[src/hdl/nlw_pkg.sv]
package nlw_pkg;

    localparam int TIMER_W_DEF = 14;
    localparam int DEPTH_W_DEF = 8;

    localparam int TO_W    = 14;
    localparam int CODE_W  = 8;
    localparam int STAMP_W = 32;
    localparam int CFG_IDX_W  = 3;
    localparam int CFG_DATA_W = 14;

    localparam logic [STAMP_W-1:0] STAMP_MAGIC = 32'h5349_5300;
    localparam logic [STAMP_W-CODE_W-1:0] MAGIC_HIGH = STAMP_MAGIC[STAMP_W-1:CODE_W];

    localparam logic [TO_W-1:0]   MAIN_TO_RST    = 14'd8000;
    localparam logic [TO_W-1:0]   FLASH_TO_RST   = 14'd2000;
    localparam logic [CODE_W-1:0] PHASE_LIM_RST  = 8'd8;
    localparam logic [CODE_W-1:0] BOOT_CODE_RST  = 8'd1;
    localparam logic [CODE_W-1:0] MAIN_CODE_RST  = 8'd2;
    localparam logic [CODE_W-1:0] FLASH_CODE_RST = 8'd3;

    localparam logic [CFG_IDX_W-1:0] CFG_MAIN_TO    = 3'd0;
    localparam logic [CFG_IDX_W-1:0] CFG_FLASH_TO   = 3'd1;
    localparam logic [CFG_IDX_W-1:0] CFG_PHASE_LIM  = 3'd2;
    localparam logic [CFG_IDX_W-1:0] CFG_BOOT_CODE  = 3'd3;
    localparam logic [CFG_IDX_W-1:0] CFG_MAIN_CODE  = 3'd4;
    localparam logic [CFG_IDX_W-1:0] CFG_FLASH_CODE = 3'd5;

    typedef enum logic [2:0] {
        REQ_TICK        = 3'd0,
        REQ_BOOT        = 3'd1,
        REQ_START       = 3'd2,
        REQ_NOTE        = 3'd3,
        REQ_FEED        = 3'd4,
        REQ_FLASH_BEGIN = 3'd5,
        REQ_CHECKPOINT  = 3'd6,
        REQ_FLASH_END   = 3'd7
    } req_t;

    typedef struct packed {
        logic [TO_W-1:0]   main_timeout;
        logic [TO_W-1:0]   flash_timeout;
        logic [CODE_W-1:0] phase_limit;
        logic [CODE_W-1:0] boot_code;
        logic [CODE_W-1:0] main_code;
        logic [CODE_W-1:0] flash_code;
    } cfg_t;

    typedef struct packed {
        logic [STAMP_W-1:0] stamp_now;
        logic               is_started;
        logic [CODE_W-1:0]  lease_depth;
        logic               is_armed;
        logic               expired;
        logic               ev_timeout_reset;
        logic               ev_phase_valid;
        logic [CODE_W-1:0]  ev_phase;
        logic [STAMP_W-1:0] ev_raw_stamp;
    } res_t;

    function automatic logic code_ok(input logic [CODE_W-1:0] code,
                                     input logic [CODE_W-1:0] limit);
        return (code != '0) && (code < limit);
    endfunction

    function automatic logic [STAMP_W-1:0] stamp_of(input logic [CODE_W-1:0] code,
                                                    input logic [CODE_W-1:0] limit);
        return STAMP_MAGIC | {{(STAMP_W-CODE_W){1'b0}},
                              (code_ok(code, limit) ? code : {CODE_W{1'b0}})};
    endfunction

endpackage

[src/hdl/nested_lease_watchdog_core.sv]
// Watchdog with phase stamps and nested flash leases. The state registers
// update at the edge that accepts an event word, and the result word is
// registered into the output buffer at that same edge, so a new event can
// be accepted every cycle while in_stall is low. A two-word output buffer
// absorbs downstream stalls; in_stall rises only when both of its entries
// are occupied. Configuration writes are taken in any cycle and are always
// ready.
module nested_lease_watchdog_core #(
    parameter int TIMER_WIDTH = nlw_pkg::TIMER_W_DEF,
    parameter int DEPTH_WIDTH = nlw_pkg::DEPTH_W_DEF
) (
    input  logic                           clk,
    input  logic                           rst_n,
    input  logic                           in_valid,
    output logic                           in_stall,
    input  logic [2:0]                     req_type,
    input  logic [nlw_pkg::CODE_W-1:0]     phase,
    input  logic                           reboot_by_watchdog,
    output logic                           out_valid,
    input  logic                           out_stall,
    output logic [nlw_pkg::STAMP_W-1:0]    stamp_now,
    output logic                           is_started,
    output logic [nlw_pkg::CODE_W-1:0]     lease_depth,
    output logic                           is_armed,
    output logic                           expired,
    output logic                           ev_timeout_reset,
    output logic                           ev_phase_valid,
    output logic [nlw_pkg::CODE_W-1:0]     ev_phase,
    output logic [nlw_pkg::STAMP_W-1:0]    ev_raw_stamp,
    input  logic                           cfg_valid,
    output logic                           cfg_ready,
    input  logic [nlw_pkg::CFG_IDX_W-1:0]  cfg_index,
    input  logic [nlw_pkg::CFG_DATA_W-1:0] cfg_data
);
    import nlw_pkg::*;

    cfg_t cfg_reg;
    res_t res;
    res_t out_data;
    logic accept;
    logic buf_full;

    assign cfg_ready = 1'b1;
    assign in_stall  = buf_full;
    assign accept    = in_valid && !buf_full;

    always_ff @(posedge clk or negedge rst_n)
    begin
        if (!rst_n)
        begin
            cfg_reg.main_timeout  <= MAIN_TO_RST;
            cfg_reg.flash_timeout <= FLASH_TO_RST;
            cfg_reg.phase_limit   <= PHASE_LIM_RST;
            cfg_reg.boot_code     <= BOOT_CODE_RST;
            cfg_reg.main_code     <= MAIN_CODE_RST;
            cfg_reg.flash_code    <= FLASH_CODE_RST;
        end
        else if (cfg_valid && cfg_ready)
        begin
            case (cfg_index)
                CFG_MAIN_TO:    cfg_reg.main_timeout  <= cfg_data[TO_W-1:0];
                CFG_FLASH_TO:   cfg_reg.flash_timeout <= cfg_data[TO_W-1:0];
                CFG_PHASE_LIM:  cfg_reg.phase_limit   <= cfg_data[CODE_W-1:0];
                CFG_BOOT_CODE:  cfg_reg.boot_code     <= cfg_data[CODE_W-1:0];
                CFG_MAIN_CODE:  cfg_reg.main_code     <= cfg_data[CODE_W-1:0];
                CFG_FLASH_CODE: cfg_reg.flash_code    <= cfg_data[CODE_W-1:0];
                default:
                begin
                end
            endcase
        end
    end

    nlw_engine #(
        .TIMER_WIDTH (TIMER_WIDTH),
        .DEPTH_WIDTH (DEPTH_WIDTH)
    ) u_engine (
        .clk                (clk),
        .rst_n              (rst_n),
        .accept             (accept),
        .req_type           (req_type),
        .phase              (phase),
        .reboot_by_watchdog (reboot_by_watchdog),
        .cfg                (cfg_reg),
        .res                (res)
    );

    nlw_outbuf u_outbuf (
        .clk       (clk),
        .rst_n     (rst_n),
        .push      (accept),
        .push_data (res),
        .full      (buf_full),
        .out_valid (out_valid),
        .out_stall (out_stall),
        .out_data  (out_data)
    );

    assign stamp_now        = out_data.stamp_now;
    assign is_started       = out_data.is_started;
    assign lease_depth      = out_data.lease_depth;
    assign is_armed         = out_data.is_armed;
    assign expired          = out_data.expired;
    assign ev_timeout_reset = out_data.ev_timeout_reset;
    assign ev_phase_valid   = out_data.ev_phase_valid;
    assign ev_phase         = out_data.ev_phase;
    assign ev_raw_stamp     = out_data.ev_raw_stamp;

endmodule

[src/hdl/nlw_engine.sv]
module nlw_engine #(
    parameter int TIMER_WIDTH = nlw_pkg::TIMER_W_DEF,
    parameter int DEPTH_WIDTH = nlw_pkg::DEPTH_W_DEF
) (
    input  logic                        clk,
    input  logic                        rst_n,
    input  logic                        accept,
    input  logic [2:0]                  req_type,
    input  logic [nlw_pkg::CODE_W-1:0]  phase,
    input  logic                        reboot_by_watchdog,
    input  nlw_pkg::cfg_t               cfg,
    output nlw_pkg::res_t               res
);
    import nlw_pkg::*;

    localparam int TEXT_W = (TIMER_WIDTH > TO_W) ? TIMER_WIDTH : TO_W;
    localparam int DEXT_W = (DEPTH_WIDTH > CODE_W) ? DEPTH_WIDTH : CODE_W;

    logic                   captured_reg, captured_next;
    logic                   started_reg, started_next;
    logic                   armed_reg, armed_next;
    logic [DEPTH_WIDTH-1:0] depth_reg, depth_next;
    logic [STAMP_W-1:0]     stamp_reg, stamp_next;
    logic [TIMER_WIDTH-1:0] count_reg, count_next;
    logic                   cap_timeout_reg, cap_timeout_next;
    logic                   cap_valid_reg, cap_valid_next;
    logic [CODE_W-1:0]      cap_phase_reg, cap_phase_next;
    logic [STAMP_W-1:0]     cap_stamp_reg, cap_stamp_next;
    logic                   expired;

    logic [TEXT_W-1:0]      main_ext, flash_ext;
    logic [TIMER_WIDTH-1:0] main_ld, flash_ld;
    logic [DEXT_W-1:0]      depth_ext;
    logic [CODE_W-1:0]      old_code;
    req_t                   req;

    assign main_ext  = TEXT_W'(cfg.main_timeout);
    assign flash_ext = TEXT_W'(cfg.flash_timeout);
    assign main_ld   = main_ext[TIMER_WIDTH-1:0];
    assign flash_ld  = flash_ext[TIMER_WIDTH-1:0];
    assign old_code  = stamp_reg[CODE_W-1:0];
    assign req       = req_t'(req_type);

    always_comb
    begin
        captured_next    = captured_reg;
        started_next     = started_reg;
        armed_next       = armed_reg;
        depth_next       = depth_reg;
        stamp_next       = stamp_reg;
        count_next       = count_reg;
        cap_timeout_next = cap_timeout_reg;
        cap_valid_next   = cap_valid_reg;
        cap_phase_next   = cap_phase_reg;
        cap_stamp_next   = cap_stamp_reg;
        expired          = 1'b0;

        // Boot capture runs only once, and start performs it first if needed.
        if (!captured_reg && (req == REQ_BOOT || req == REQ_START))
        begin
            cap_stamp_next   = stamp_reg;
            cap_timeout_next = reboot_by_watchdog;
            cap_valid_next   = reboot_by_watchdog
                               && (stamp_reg[STAMP_W-1:CODE_W] == MAGIC_HIGH)
                               && code_ok(old_code, cfg.phase_limit);
            cap_phase_next   = cap_valid_next ? old_code : '0;
            armed_next       = 1'b0;
            started_next     = 1'b0;
            depth_next       = '0;
            captured_next    = 1'b1;
        end

        case (req)
            REQ_TICK:
            begin
                if (armed_reg)
                begin
                    if (count_reg <= TIMER_WIDTH'(1))
                    begin
                        count_next = '0;
                        armed_next = 1'b0;
                        expired    = 1'b1;
                    end
                    else
                    begin
                        count_next = count_reg - TIMER_WIDTH'(1);
                    end
                end
            end
            REQ_BOOT:
            begin
            end
            REQ_START:
            begin
                if (!started_next)
                begin
                    stamp_next   = stamp_of(cfg.boot_code, cfg.phase_limit);
                    count_next   = main_ld;
                    armed_next   = 1'b1;
                    started_next = 1'b1;
                end
            end
            REQ_NOTE:
            begin
                if (started_reg && depth_reg == '0)
                begin
                    stamp_next = stamp_of(phase, cfg.phase_limit);
                end
            end
            REQ_FEED:
            begin
                if (started_reg && depth_reg == '0)
                begin
                    stamp_next = stamp_of(phase, cfg.phase_limit);
                    count_next = main_ld;
                end
            end
            REQ_FLASH_BEGIN:
            begin
                stamp_next = stamp_of(cfg.flash_code, cfg.phase_limit);
                count_next = flash_ld;
                if (depth_reg != '0)
                begin
                    if (depth_reg != '1)
                    begin
                        depth_next = depth_reg + DEPTH_WIDTH'(1);
                    end
                end
                else
                begin
                    depth_next = DEPTH_WIDTH'(1);
                    armed_next = 1'b1;
                end
            end
            REQ_CHECKPOINT:
            begin
                if (depth_reg != '0)
                begin
                    stamp_next = stamp_of(cfg.flash_code, cfg.phase_limit);
                    count_next = flash_ld;
                end
            end
            REQ_FLASH_END:
            begin
                if (depth_reg != '0)
                begin
                    depth_next = depth_reg - DEPTH_WIDTH'(1);
                    if (depth_next != '0)
                    begin
                        stamp_next = stamp_of(cfg.flash_code, cfg.phase_limit);
                        count_next = flash_ld;
                    end
                    else if (started_reg)
                    begin
                        stamp_next = stamp_of(cfg.main_code, cfg.phase_limit);
                        count_next = main_ld;
                        armed_next = 1'b1;
                    end
                    else
                    begin
                        armed_next = 1'b0;
                    end
                end
            end
            default:
            begin
            end
        endcase
    end

    assign depth_ext = DEXT_W'(depth_next);

    always_comb
    begin
        res.stamp_now        = stamp_next;
        res.is_started       = started_next;
        res.lease_depth      = depth_ext[CODE_W-1:0];
        res.is_armed         = armed_next;
        res.expired          = expired;
        res.ev_timeout_reset = cap_timeout_next;
        res.ev_phase_valid   = cap_valid_next;
        res.ev_phase         = cap_phase_next;
        res.ev_raw_stamp     = cap_stamp_next;
    end

    always_ff @(posedge clk or negedge rst_n)
    begin
        if (!rst_n)
        begin
            captured_reg    <= 1'b0;
            started_reg     <= 1'b0;
            armed_reg       <= 1'b0;
            depth_reg       <= '0;
            stamp_reg       <= '0;
            count_reg       <= '0;
            cap_timeout_reg <= 1'b0;
            cap_valid_reg   <= 1'b0;
            cap_phase_reg   <= '0;
            cap_stamp_reg   <= '0;
        end
        else if (accept)
        begin
            captured_reg    <= captured_next;
            started_reg     <= started_next;
            armed_reg       <= armed_next;
            depth_reg       <= depth_next;
            stamp_reg       <= stamp_next;
            count_reg       <= count_next;
            cap_timeout_reg <= cap_timeout_next;
            cap_valid_reg   <= cap_valid_next;
            cap_phase_reg   <= cap_phase_next;
            cap_stamp_reg   <= cap_stamp_next;
        end
    end

endmodule

[src/hdl/nlw_outbuf.sv]
module nlw_outbuf (
    input  logic          clk,
    input  logic          rst_n,
    input  logic          push,
    input  nlw_pkg::res_t push_data,
    output logic          full,
    output logic          out_valid,
    input  logic          out_stall,
    output nlw_pkg::res_t out_data
);
    import nlw_pkg::*;

    logic head_valid_reg;
    logic skid_valid_reg;
    res_t head_reg;
    res_t skid_reg;
    logic pop;

    assign pop       = head_valid_reg && !out_stall;
    assign full      = skid_valid_reg;
    assign out_valid = head_valid_reg;
    assign out_data  = head_reg;

    always_ff @(posedge clk or negedge rst_n)
    begin
        if (!rst_n)
        begin
            head_valid_reg <= 1'b0;
            skid_valid_reg <= 1'b0;
        end
        else if (skid_valid_reg)
        begin
            if (pop)
            begin
                skid_valid_reg <= 1'b0;
            end
        end
        else if (push)
        begin
            if (head_valid_reg && !pop)
            begin
                skid_valid_reg <= 1'b1;
            end
            else
            begin
                head_valid_reg <= 1'b1;
            end
        end
        else if (pop)
        begin
            head_valid_reg <= 1'b0;
        end
    end

    always_ff @(posedge clk)
    begin
        if (skid_valid_reg)
        begin
            if (pop)
            begin
                head_reg <= skid_reg;
            end
        end
        else if (push)
        begin
            if (head_valid_reg && !pop)
            begin
                skid_reg <= push_data;
            end
            else
            begin
                head_reg <= push_data;
            end
        end
    end

endmodule

[config.mk]
export PLATFORM = sky130hd
export DESIGN_NAME = nested_lease_watchdog_core
export DESIGN_NICKNAME = d
export VERILOG_FILES = /design/src/hdl/nlw_pkg.sv /design/src/hdl/nested_lease_watchdog_core.sv /design/src/hdl/nlw_engine.sv /design/src/hdl/nlw_outbuf.sv
export SDC_FILE = /design/constraint.sdc
export NUM_CORES = 1
export LEC_CHECK = 0
export BUFFER_PORTS_ARGS = -buffer_cell sky130_fd_sc_hd__buf_4
export CORE_MARGIN = 3
export CORE_UTILIZATION = 46
export CTS_CLUSTER_DIAMETER = 80
export CTS_CLUSTER_SIZE = 14
export DETAILED_ROUTE_END_ITERATION = 16
export PLACE_DENSITY = 0.65
export SYNTH_ARGS = -nofsm -noshare
export SYNTH_HDL_FRONTEND = slang
export SYNTH_HIERARCHICAL = 1
export SYNTH_SLANG_ARGS = --single-unit
export TNS_END_PERCENT = 100
[constraint.sdc]
create_clock -name clk -period 11.1 [get_ports clk]
set_input_delay 0.555 -clock clk [delete_from_list [all_inputs] [get_ports clk]]
set_output_delay 0.555 -clock clk [all_outputs]
set_load 0.005 [all_outputs]
# Yosys cells after proc, flatten, opt, wreduce, memory -nomap -nowiden
# Cells that the tools add are included.
dict set report totals {
  input_bits 34
  output_inout_bits 88
  wordCells 166
  ff_bits 331
}
dict set report op_classes {
  n_eq_ne 23
  n_reduce_logical 42
  n_mux 55
  bitwise 1
  add_sub_neg 3
  n_lt_le_gt_ge 6
}
# op count
set op_table {}
lappend op_table {{2-to-1 mux 85 bit} 4}
lappend op_table {{2-to-1 mux 32 bit} 7}
lappend op_table {{one-hot mux 32 bit (5 select lines)} 1}
lappend op_table {{2-to-1 mux 14 bit} 8}
lappend op_table {{one-hot mux 14 bit (6 select lines)} 1}
lappend op_table {{2-to-1 mux 8 bit} 10}
lappend op_table {{nonzero test 8 bit} 7}
lappend op_table {{< comparator 8 bit} 5}
lappend op_table {{== test 24 x 23 -> 1 bit, second input constant} 1}
lappend op_table {{2-to-1 mux 1 bit} 22}
lappend op_table {{== test 3 bit, second input constant} 6}
lappend op_table {{one-hot mux 8 bit (2 select lines)} 1}
lappend op_table {{less-or-equal comparator 14 x 1 -> 1 bit, second input constant} 1}
lappend op_table {{AND reduction 2 bit} 7}
lappend op_table {{subtractor 14 x 1 -> 14 bit, second input constant} 1}
lappend op_table {{== test 3 x 2 -> 1 bit, second input constant} 4}
lappend op_table {{logical AND 1 bit} 12}
lappend op_table {{inequality test 2 x 1 -> 1 bit, second input constant} 5}
lappend op_table {{AND reduction 3 bit} 3}
lappend op_table {{adder 8 x 1 -> 8 bit, second input constant} 1}
lappend op_table {{logical NOT 8 bit} 1}
lappend op_table {{inequality test 8 bit, second input constant} 1}
lappend op_table {{AND reduction 8 bit} 1}
lappend op_table {{subtractor 8 x 1 -> 8 bit, second input constant} 1}
lappend op_table {{11 further kinds} 19}

# Logic depth before layout (Yosys ltp)
dict set report logic_depth {
  depth_word 10
  ltp_mapped 12
}

# Cells and area by module
# The synthesis kept the hierarchy.
# module area_each_um2 n_inst seq_area_each_um2 cells_each
set modules_own_cells {}
lappend modules_own_cells {nlw_engine 7423.4 1 2477.4 867}
lappend modules_own_cells {nlw_outbuf 6254.7 1 5154.9 277}
lappend modules_own_cells {nested_lease_watchdog_core 2397.3 1 1522.7 134}

# Least setup slack after synthesis
# No wires, ideal clock.
dict set report synth_path {
  path_kind {input to register}
  start {input port in_valid}
  end {register u_outbuf.head_reg, in the netlist u_outbuf/out_data[0] (enable)}
  required_time_ns 10.442
  arrival_ns 7.014
  path_slack_ns 3.427
  path_stages 3
  n_path_buf 0
  path_cell_list {nor2b_1 > nand2b_1 > a21boi_0}
}
dict set report synth_via {
  elab_chain_len 3
}
# item line
set synth_lines {}
lappend synth_lines {{start, declared} nested_lease_watchdog_core.sv:14} ;# input logic in_valid,
lappend synth_lines {{logical AND 1 bit} nested_lease_watchdog_core.sv:45} ;# assign accept = in_valid && !buf_full;
lappend synth_lines {{nonzero test 2 bit (no source line)} n/a}
lappend synth_lines {{AND reduction 3 bit (no source line)} n/a}
lappend synth_lines {{end signal, assigned} nlw_outbuf.sv:61} ;# head_reg <= skid_reg;
lappend synth_lines {{end signal, assigned} nlw_outbuf.sv:72} ;# head_reg <= push_data;
lappend synth_lines {{end, declared} nlw_outbuf.sv:15} ;# res_t head_reg;
# No other way between the ends.
# A chain may end at the register's enable or synchronous reset.

# Worst setup path in the final report
dict set report layout_path {
  start {register u_engine.depth_reg[0]}
  end {register u_engine.count_reg[2]}
}
dict set report layout_via {
  elab_chain_len 5
  word_cells_on_any_way 13
  cone_classes {add/sub (1); eq/ne (4); mux (3); reduce/logical (5)}
}
# item line
set layout_lines {}
lappend layout_lines {{start, declared} nlw_engine.sv:22} ;# logic [DEPTH_WIDTH-1:0] depth_reg, depth_next;
lappend layout_lines {{start signal, assigned} nlw_engine.sv:206} ;# depth_reg <= depth_next;
lappend layout_lines {{subtractor 8 x 1 -> 8 bit} nlw_engine.sv:147} ;# depth_next = depth_reg - DEPTH_WIDTH'(1);
lappend layout_lines {{nonzero test 8 bit} nlw_engine.sv:148} ;# if (depth_next != '0)
lappend layout_lines {{2-to-1 mux 14 bit} nlw_engine.sv:148}
lappend layout_lines {{2-to-1 mux 14 bit} nlw_engine.sv:145} ;# if (depth_reg != '0)
lappend layout_lines {{one-hot mux 14 bit (6 select lines)} nlw_engine.sv:73} ;# case (req)
lappend layout_lines {{end signal, assigned} nlw_engine.sv:208} ;# count_reg <= count_next;
lappend layout_lines {{end, declared} nlw_engine.sv:24} ;# logic [TIMER_WIDTH-1:0] count_reg, count_next;
# Parallel ways exist; a longest one is shown, timed or not. The select of a mux whose other input is x is not followed.

==> reports/qor.yml <==
r2r_start: "u_engine/depth_reg[0]$_DFFE_PN0P_"
max_cap_viol_count: 0
cts_root_buf: "clkbuf_16"
antenna_found_initial: 0
rr_endpoint: "u_engine/count_reg[2]$_DFFE_PN0P_"
die_area_mm2: 0.0372
cts_buffer_depth: 3
reg2regPathDepth: 9
synthToLayoutAreaGrowth_pct: 12.4
cts_hold_buf: 0
synth_seq_area_share_pct: 57.0
cts_resized: 0
required_ps: 11480
synth.largest_area_cell: "edfxtp_1"
gp_congestion: 0.878
grt_pass1_wl_um: 59300
synth_fa_ha_area_share_pct: 3.35
clk_pin_slew_worst_paths_ps: 70
arrival_ps: 3930
period_share_pct: 32.0
post-route-min-period_ps: 3550
max_freq_mhz: 281
hp-class: "input port to asynchronous set/reset pin"
viasPerCell: 5.73
drt_drc_violations_left: 0
vdd_drop_max_v: 0.000145
switching_power_mw: 1.40
synth_nets: 1355
cts_buffers: 28
yosys-top-cells-area: "edfxtp_1, dfrtp_1, mux2_2"
fillCellCount: 2953
die_w_um: 193
core_area_mm2: 0.0340
crit_end: "u_engine/count_reg[2]$_DFFE_PN0P_"
ys_ff_latch: 331
synth_edf_count: 170
synth_simple_gate_area_share_pct: 12.2
hold_viol_final: 0
ys.warnings.count: 6
max_slew.worst_pin.slew_ps: 1110
whs_ps: 67.4
wl_per_cell_um: 20.4
p_int_mw: 2.82
yosys.area_share.xor_xnor_pct: 0.163
htreeDepth: 1
dominantRegCellSynth: "edfxtp_1"
ios: 122
synth-compound-area-share_pct: 9.91
slew_headroom_pct: 26.1
switching_share_pct: 33.2
start_kind: "register"
layout.nets: 1438
hpwlAfterDp_um: 25300
p_leak_nw: 7.32
ys_types: 82
first_pass_iters: 6
fin_skew_ps: 15.9
regArea_mm2: 0.00916
synth_area_mm2: 0.0161
pwr-share-clk_pct: 22.0
netlist.area_leader.share_pct: 31.8
num_vias: 10500
portBuffers: 120
synthArstFlopShare_pct: 48.6
ff2ff_setup_slack_ps: 7550
grt_overflow: 0
setup_tns_ps: 0
antenna_left: 0
clock_latency_ps: 560
drv_slew: 0
critPathMaxFanout: 29
crit_path_start: "u_engine/depth_reg[0]$_DFFE_PN0P_"
routed_wl_um: 37400
crit_type: "register to register"
multi_input_area_mm2: 0.00645
synth.area.mux_share_pct: 14.3
pwr-share-comb_pct: 31.4
drive_above_1_share_pct: 28.1
initial_core_util_pct: 47.3
power_frac_seq_pct: 46.5
insertedDiodeCount: 0
fp-row-count: 67
synth_top_family_by_area: "multiplexers"
cts_sinks: 331
grt_pass1_vias: 10200
grt_start_max_net_pins: 98
post_cts_buffers: 0
drt-initial-drc-count: 873
syn_avg_cell_area_um2: 12.6
worstSetupEndpointType: "register"
pwr_density_cell_mw_per_mm2: 234
track_usage_pct: 20.1
syn_inst: 1278
rsz0062_at_grt: "false"
setup_viol: 0
die_h_um: 193
cts_tree: "yes"
status: "finished clean"
layer usage:
metal  GRT usage, %  vias to the layer above  routed length, um
li1               -                     4903                  -
met1           30.1                     5257              17900
met2           32.1                      287              17000
met3           2.12                       43               1930
met4           4.03                        0                629
met5              0                        -                  0
synthesized netlist by cell type, types with 4 or more instances:
cell / number
a2111oi_2: 4
a211oi_1: 5
a21o_1: 15
a21oi_1: 41
a221o_1: 6
a222oi_1: 10
a22o_1: 15
a31oi_1: 15
a32o_1: 11
and2_1: 32
and3_1: 7
buf_1: 8
buf_2: 15
buf_4: 6
buf_6: 11
clkbuf_1: 36
dfrtp_1: 144
dfstp_2: 17
edfxtp_1: 170
ha_1: 43
inv_1: 21
mux2_1: 12
mux2_2: 156
mux2_4: 23
mux2i_1: 6
nand2_1: 155
nand2b_1: 32
nand3_1: 25
nand4_1: 4
nor2_1: 67
nor2b_1: 7
nor3_1: 13
nor4_1: 12
o21ai_0: 37
o21ai_1: 7
o221ai_1: 4
o22ai_1: 8
o31a_1: 4
worst min path at each step:
stage,startpoint,end,slack [ps],cells past startpoint
3_5_place_dp,cfg_reg[31]$_DFFE_PN0P_,cfg_reg[31]$_DFFE_PN0P_,480,1
4_1_cts,rst_n,cfg_reg[10]$_DFFE_PN0P_,120,1
6_report,rst_n,cfg_reg[10]$_DFFE_PN0P_,70,1
5_1_grt,rst_n,cfg_reg[26]$_DFFE_PN0P_,150,1
3_3_place_gp,u_engine/cap_stamp_reg[4]$_DFFE_PN0P_,u_engine/cap_stamp_reg[4]$_DFFE_PN0P_,460,2
2_1_floorplan,rst_n,cfg_reg[10]$_DFFE_PN0P_,260,0
area by class of cell:
type / count / area share, %
multi-input combinational: 849 / 35.7
clock inverter: 5 / 0.374
inverter: 21 / 0.436
tap: 448 / 3.10
timing repair buffer: 130 / 5.42
sequential: 331 / 50.7
clock buffer: 47 / 4.27
power by group through the flow:
| stage | Combinational, mW | Sequential [mW] | Clock, mW |
|---|---|---|---|
| after floorplan | 0.960 | 1.89 | 0 |
| after global placement | 1.31 | 1.97 | 0 |
| after detailed placement | 1.33 | 1.98 | 0 |
| after CTS | 1.34 | 1.96 | 0.955 |
| after global routing | 1.47 | 2.00 | 1.00 |
| final | 1.33 | 1.96 | 0.929 |
worst max-delay path: stages (launching register included):
cell      delay [ps]
dfrtp_1          490
inv_1            150
ha_1             290
nor3b_2          340
a32o_1           220
o2111a_1         520
nand2_4          130
o21ai_2          840
or2_4            280
o221ai_1         120
cells by family after synthesis:
family | count (synthesis)
compound gates | 218
fa+ha+maj | 43
flops | 331
mux | 197
other cells | 1
xor+xnor | 3
simple gates | 387
buf+inv | 98
metrics by stage:
stage               util [%]  setup slack (ps)  total power, mW  cells  instance area, um2
finish                  53.2              7550             4.22   1831               18100
global route            53.2              7250             4.48   1831               18100
CTS                     53.2              7590             4.26   1831               18100
detailed placement      50.7              7600             3.32   1779               17200
global placement        50.7              7690             3.28   1779               17200
floorplan                  -              3430             2.85   1278               16100
placed cells by master (no fill, tap or decap), types with 15 or more instances in the layout:
master / n
edfxtp_1: 170
mux2_2: 156
nand2_1: 155
dfrtp_1: 143
buf_4: 129
nor2_1: 66
ha_1: 43
a21oi_1: 41
o21ai_0: 37
nand2b_1: 32
and2_1: 32
clkbuf_16: 28
nand3_1: 25
mux2_4: 23
inv_1: 21
clkbuf_1: 19
dfstp_2: 17
a21o_1: 15
a31oi_1: 15
a22o_1: 15
No activity file was read; power rests on OpenSTA's default activity.
